File: src/hdl/prp_pkg.sv
`timescale 1ns / 1ps
// ----------------------------------------------------------------------------
// prp_pkg
// shared types, constants and the sine table generator for the rotary
// position rotate core
// ----------------------------------------------------------------------------
package prp_pkg;

    localparam int unsigned MAX_PAIRS_DEF        = 64;
    localparam int unsigned PHASE_INDEX_BITS_DEF = 12;

    localparam int unsigned ROPE_HALF_W   = 7;
    localparam int unsigned PAIR_W        = 6;
    localparam int unsigned POS_W         = 16;
    localparam int unsigned VAL_W         = 16;
    localparam int unsigned FREQ_W        = 32;
    localparam int unsigned MAG_W         = 16;
    localparam int unsigned IN_DATA_W     = 88;
    localparam int unsigned OUT_DATA_W    = 32;

    localparam logic [ROPE_HALF_W-1:0] ROPE_HALF_RESET = 7'd64;

    localparam logic CMD_LOAD   = 1'b0;
    localparam logic CMD_ROTATE = 1'b1;

    localparam logic [63:0] HALF_PI_Q62 = 64'h6487ED5110B4611A;
    localparam logic [63:0] ONE_Q62     = 64'h4000000000000000;

    typedef enum logic [1:0] {
        KIND_LOAD,
        KIND_PASS,
        KIND_ROTATE
    } prp_kind_t;

    typedef struct packed {
        logic [MAG_W-1:0] sin_mag;
        logic [MAG_W-1:0] cos_mag;
        logic             sin_neg;
        logic             cos_neg;
    } prp_trig_t;

    typedef struct packed {
        logic      prod_en;
        logic      out_en;
        prp_kind_t kind;
    } prp_rot_ctrl_t;

    // (a * b) >> 62, kept to 64 bits
    function automatic logic [63:0] prp_mul_q62(input logic [63:0] a, input logic [63:0] b);
        logic [127:0] p;
        p = {64'd0, a} * {64'd0, b};
        return p[125:62];
    endfunction

    // restoring quotient of two unsigned words, for building constant tables
    function automatic logic [63:0] prp_udiv64(input logic [63:0] num,
                                               input logic [63:0] den);
        logic [63:0] quo;
        logic [64:0] part;
        quo  = 64'd0;
        part = 65'd0;
        for (int i = 63; i >= 0; i--)
        begin
            part = {part[63:0], num[i]};
            if (part >= {1'b0, den})
            begin
                part   = part - {1'b0, den};
                quo[i] = 1'b1;
            end
        end
        return quo;
    endfunction

    // round(32767 * sin(pi/2 * k / quarter)), evaluated at elaboration only
    function automatic logic [15:0] prp_quarter_entry(input int unsigned k,
                                                      input int unsigned bits);
        logic [63:0] frac;
        logic [63:0] x;
        logic [63:0] x2;
        logic [63:0] term;
        logic [63:0] pos;
        logic [63:0] neg;
        logic [63:0] s;
        logic [63:0] v;
        logic [63:0] div;
        frac = 64'(k) << (64 - bits);
        x    = prp_mul_q62(HALF_PI_Q62, frac);
        x2   = prp_mul_q62(x, x);
        term = x;
        pos  = x;
        neg  = 64'd0;
        for (int n = 1; n <= 13; n++)
        begin
            div  = 64'((2 * n) * (2 * n + 1));
            term = prp_udiv64(prp_mul_q62(term, x2), div);
            if ((n & 1) == 1)
                neg = neg + term;
            else
                pos = pos + term;
        end
        s = (pos > neg) ? pos - neg : 64'd0;
        if (s > ONE_Q62)
            s = ONE_Q62;
        v = (s >> 20) * 64'd32767;
        v = (v + (64'd1 << 41)) >> 42;
        return (v > 64'd32767) ? 16'd32767 : v[15:0];
    endfunction

endpackage

File: src/hdl/prp_freq_table.sv
`timescale 1ns / 1ps
// ----------------------------------------------------------------------------
// prp_freq_table
// inverse frequency table, one write and one registered read per cycle
// ----------------------------------------------------------------------------
module prp_freq_table #(
    parameter int unsigned MAX_PAIRS = prp_pkg::MAX_PAIRS_DEF,
    parameter int unsigned ADDR_W    = 6
) (
    input  logic                       clk,
    input  logic                       wr_en,
    input  logic [ADDR_W-1:0]          wr_addr,
    input  logic [prp_pkg::FREQ_W-1:0] wr_data,
    input  logic                       rd_en,
    input  logic [ADDR_W-1:0]          rd_addr,
    output logic [prp_pkg::FREQ_W-1:0] rd_data
);
    import prp_pkg::*;

    logic [FREQ_W-1:0] mem [MAX_PAIRS];
    logic [FREQ_W-1:0] rd_data_reg;

    always_ff @(posedge clk)
    begin
        if (wr_en)
            mem[wr_addr] <= wr_data;
    end

    always_ff @(posedge clk)
    begin
        if (rd_en)
            rd_data_reg <= mem[rd_addr];
    end

    assign rd_data = rd_data_reg;

endmodule

File: config.mk
export PLATFORM = sky130hd
export DESIGN_NAME = prp_freq_table
export DESIGN_NICKNAME = d
export VERILOG_FILES = /design/src/hdl/prp_pkg.sv /design/src/hdl/prp_freq_table.sv
export SDC_FILE = /design/constraint.sdc
export NUM_CORES = 2
export LEC_CHECK = 0
export BUFFER_PORTS_ARGS = -buffer_cell sky130_fd_sc_hd__buf_2
export CAP_MARGIN = 20
export CELL_PAD_IN_SITES_DETAIL_PLACEMENT = 1
export CELL_PAD_IN_SITES_GLOBAL_PLACEMENT = 2
export CORE_MARGIN = 4
export CORE_UTILIZATION = 51
export DETAILED_ROUTE_END_ITERATION = 6
export PLACE_DENSITY = 0.74
export SKIP_LAST_GASP = 1
export SYNTH_ARGS = -nofsm -noshare
export SYNTH_HDL_FRONTEND = slang
export SYNTH_SLANG_ARGS = --single-unit
File: constraint.sdc
create_clock -name clk -period 4.96 [get_ports clk]
set_clock_uncertainty 0.15 [all_clocks]
set_input_delay 0.248 -clock clk [delete_from_list [all_inputs] [get_ports clk]]
set_output_delay 0.248 -clock clk [all_outputs]
set_load 0.02 [all_outputs]
[Yosys cells after proc, flatten, opt, wreduce, memory -nomap -nowiden]
Memories as Yosys holds them, arrays and structs flattened. A register that Yosys moved wholly into a read port is not among the register bits.
Cells that the tools add are included.
Word-level totals
  output and inout bits: 32
  memories: 1
  bits in registers: 0
  bits in writable memories: 2048
  bits of input ports: 47
  word-level logic and storage cells: 3
Memory list
  mem: words 64, bits a word 32, read ports 1, clocked after memory_dff 1, write ports 1, RTL line prp_freq_table.sv:20  | logic [FREQ_W-1:0] mem [MAX_PAIRS];
Cells by class
  multiplexer cells: 2
Operators by type and width (count)
  1-bit two-way mux: 2

[Depth between registers and ports, before layout]
  depth in word-level cells: 2
  depth in mapped cells: 10
  mapped depth without buffers: 5

[Worst setup path after synthesis]
OpenSTA, ideal clock, no wires.
  path type: input port to flip-flop
  from: input port wr_addr[3]
  to: memory mem[48][0], enable pin
  required time: 4.349 ns
  data arrival time: 2.947 ns
  path slack: 1.402 ns
  stages on the path: 4
  path buffers: 1
  library setup time: 0.461 ns
  cell sequence: clkbuf_1 nor2b_1 nand4b_1 nor3_1
RTL lines
  start: declaration: RTL line prp_freq_table.sv:12  | input logic [ADDR_W-1:0] wr_addr,
  end: declaration: RTL line prp_freq_table.sv:20
No word-level cell before the write port.

==> impl_metrics.tcl <==
set metrics [dict create \
    slew_headroom_pct 24.3 \
    hold_depth 2 \
    drtIter0Drc 5215 \
    drive_gt1_share_pct 30.0 \
    final_util_pct 58.3 \
    end_kind "flop" \
    busiest_layer "met2" \
    power_frac_clock_pct 40.7 \
    slowest_stage "o22ai_1" \
    portBuffers 78 \
    fin_total_pwr_mw 36.2 \
    outcome "completed" \
    hold_slack_ps 72.8 \
    track_usage_pct 27.2 \
    use_met2_pct 44.0 \
    switchingPower_mw 7.83 \
    mostFrequentLayoutCell "edfxtp_1" \
    first_pass_iters 6 \
    fin_crit_ps 3370 \
    dpl_cell_area_sq_um 82700 \
    ys_ff_latch 2080 \
    die_height_um 401 \
    cts_root_buffer "clkbuf_16" \
    hold_viol_final 0 \
    ios 79 \
    grt_pass1_wl_um 307000 \
    htree_levels 4 \
    routedWlPerCell_um 37.1 \
    setup-tns-final_ps 0 \
    dieArea_sq_um 161000 \
    gp_congestion 0.806 \
    syn-num-nets 3371 \
    worstSetupPathType "in2reg" \
    hold_class "in2reg" \
    clk_latency_ps 830 \
    cts_buffer_depth 3 \
    r2r_cells 4 \
    largest_reg_flops 2048 \
    rr_startpoint "mem[19][22]$_DFFE_PP_" \
    antenna_found_initial 17 \
    netlist_area_sq_um 78800 \
    post-route-cell-area_sq_um 89700 \
    use_met1_pct 38.4 \
    synth_seq_area_share_pct 79.2 \
    route.detailed.drc 0 \
    hold_path_end "mem[59][29]$_DFFE_PP_" \
    drtAntennaViolNets 0 \
    worstMarginPinSlew_ps 1130 \
    max-vdd-ir-drop_v 0.000297 \
    cts_sinks 2080 \
    worstPathArrival_ps 3760 \
    grt_max_degree 87 \
    drt-total-wl_um 217000 \
    period_share_pct 68.0 \
    cpMostUsedCell "mux4_2" \
    power_frac_comb_pct 5.3 \
    initial_core_util_pct 51.2 \
    seq_power_share_pct 54.0 \
    slowest_delay_ps 770 \
    power_leakage_nw 27.9 \
    die_w_um 401 \
    yosys_warnings 0 \
    synthesis.instances 3324 \
    rsz0062_at_grt "false" \
    crit_chain "buf_8, buf_12, buf_4, mux4_2, mux4_2, o22ai_1, nor2_1" \
    cts_inserted_buffers 205 \
    max_freq_mhz 297 \
    power_report.internal_total_mw 28.4 \
    coreArea_sq_um 154000 \
    power_density_nw_per_um2 404 \
    start_kind "input port" \
    fin_nets 3674 \
    synth.distinct_cells 33 \
    syn_avg_cell_area_sq_um 23.7 \
    via_count 37900 \
    drv_slew 0 \
    min_from "wr_data[29]" \
    overflow 0 \
    swShare_pct 21.6 \
    final-setup-viol-count 0 \
    cts_setup_buffers 0 \
    layout_common_cells "2,080 x edfxtp_1, 544 x mux4_2, 206 x clkbuf_16" \
    clkTransAtPathRegs_ps 60 \
    grt_pass1_vias 39800 \
    ff2ff_setup_slack_ps 2130 \
    r2r_end "rd_data[22]$_DFFE_PP_" \
    num_rows 144 \
    via_per_inst 6.48 \
    cts_tree "built" \
    syn_to_final_growth_pct 13.7 \
    use_met3_pct 5.19 \
    cap_violations 0 \
    crit_fanout 86 \
    dp_hpwl_um 126000 \
    worst_ep_required_time_ps 5350 \
]
## cell families (layout without fill, tap and decap cells)
logic type / count (synthesis) / in the layout / share of synthesized area (%)
buffers and inverters: 182 / 654 / 1.12
AOI/OAI and AO/OA: 202 / 202 / 1.67
and+or+nand+nor: 223 / 223 / 1.26
muxes: 637 / 637 / 16.7
other: 0 / 11 / 0
DFF: 2080 / 2080 / 79.2
## how the worst max path moves through the flow
stage / from / to / slack, ps
after CTS: rd_addr[1] / rd_data[25]$_DFFE_PP_ / 1730
final: rd_addr[1] / rd_data[25]$_DFFE_PP_ / 1590
after global routing: rd_addr[1] / rd_data[10]$_DFFE_PP_ / 1620
after floorplan: wr_addr[3] / mem[48][0]$_DFFE_PP_ / 1400
after detailed placement: rd_addr[1] / rd_data[25]$_DFFE_PP_ / 850
after global placement: rd_addr[1] / rd_data[25]$_DFFE_PP_ / 870
## area by class of cell
type                    instances  area, sq um
multi-input cells            1062        16000
flip-flops and latches       2080        62500
repair buffers                278         2350
fillers                     12600        64200
clock buffers                 242         5290
clock inverters               134         1020
well taps                    2044         2560
diodes                         11         27.5
## stage by stage
step	setup WS [ps]	instances
after detailed placement	853	5417
after global placement	875	5417
final	1590	5851
after global routing	1620	5841
after CTS	1730	5814
after floorplan	1400	3324
## what timing repair did
action / CTS / global route
hold buffers: 21 / 13
resized for setup: 0 / 0
hold endpoints to repair: 879 / 634
## layer usage
metal	share of wire [%]	vias to the layer above	routed length, um
li1	-	14900	-
met1	39	20700	83700
met2	49	2034	107000
met3	9.3	319	20100
met4	2.9	4	6330
met5	0.011	-	23
## power by group through the flow
stage	Sequential (mW)	Combinational, mW	Clock, mW
detailed placement	20.0	1.88	0
global route	19.6	2.02	15.8
finish	19.6	1.92	14.7
CTS	19.6	1.90	15.0
global placement	19.9	1.82	0
floorplan	19.9	0.947	0
## cell usage after synthesis
master	n	area, sq um
o22ai_1	84	526
clkbuf_1	74	278
nand2b_1	8	50.1
a22oi_1	12	90.1
or2_2	1	6.26
or3b_2	3	26.3
or3b_1	2	17.5
a31oi_1	1	6.26
buf_4	25	188
and2_1	2	12.5
or2_0	1	6.26
nor2_1	137	514
nand2_1	26	97.6
nand3b_1	5	37.5
o221ai_1	27	236
buf_1	21	78.8
a311oi_1	8	70.1
mux2i_1	93	931
a41o_1	4	40.0
nor2b_1	15	93.8
o32ai_1	4	35.0
nand4_1	2	12.5
mux4_2	544	12300
nand4b_1	1	8.76
buf_6	5	56.3
nand3_1	5	25.0
and3_1	4	25.0
or3_1	3	18.8
nor3_1	7	35.0
or2_1	1	6.26
edfxtp_1	2080	62500
buf_2	57	285
a21oi_1	62	310
## critical path, delay by kind of cell
| kind | cells | cell delay (ps) |
|---|---|---|
| multiplexers | 2 | 970 |
| AO/OA/AOI/OAI | 1 | 770 |
| AND/OR/NAND/NOR | 1 | 120 |
| buffers and inverters | 3 | 1430 |
Power figures use the tool's default switching activity.
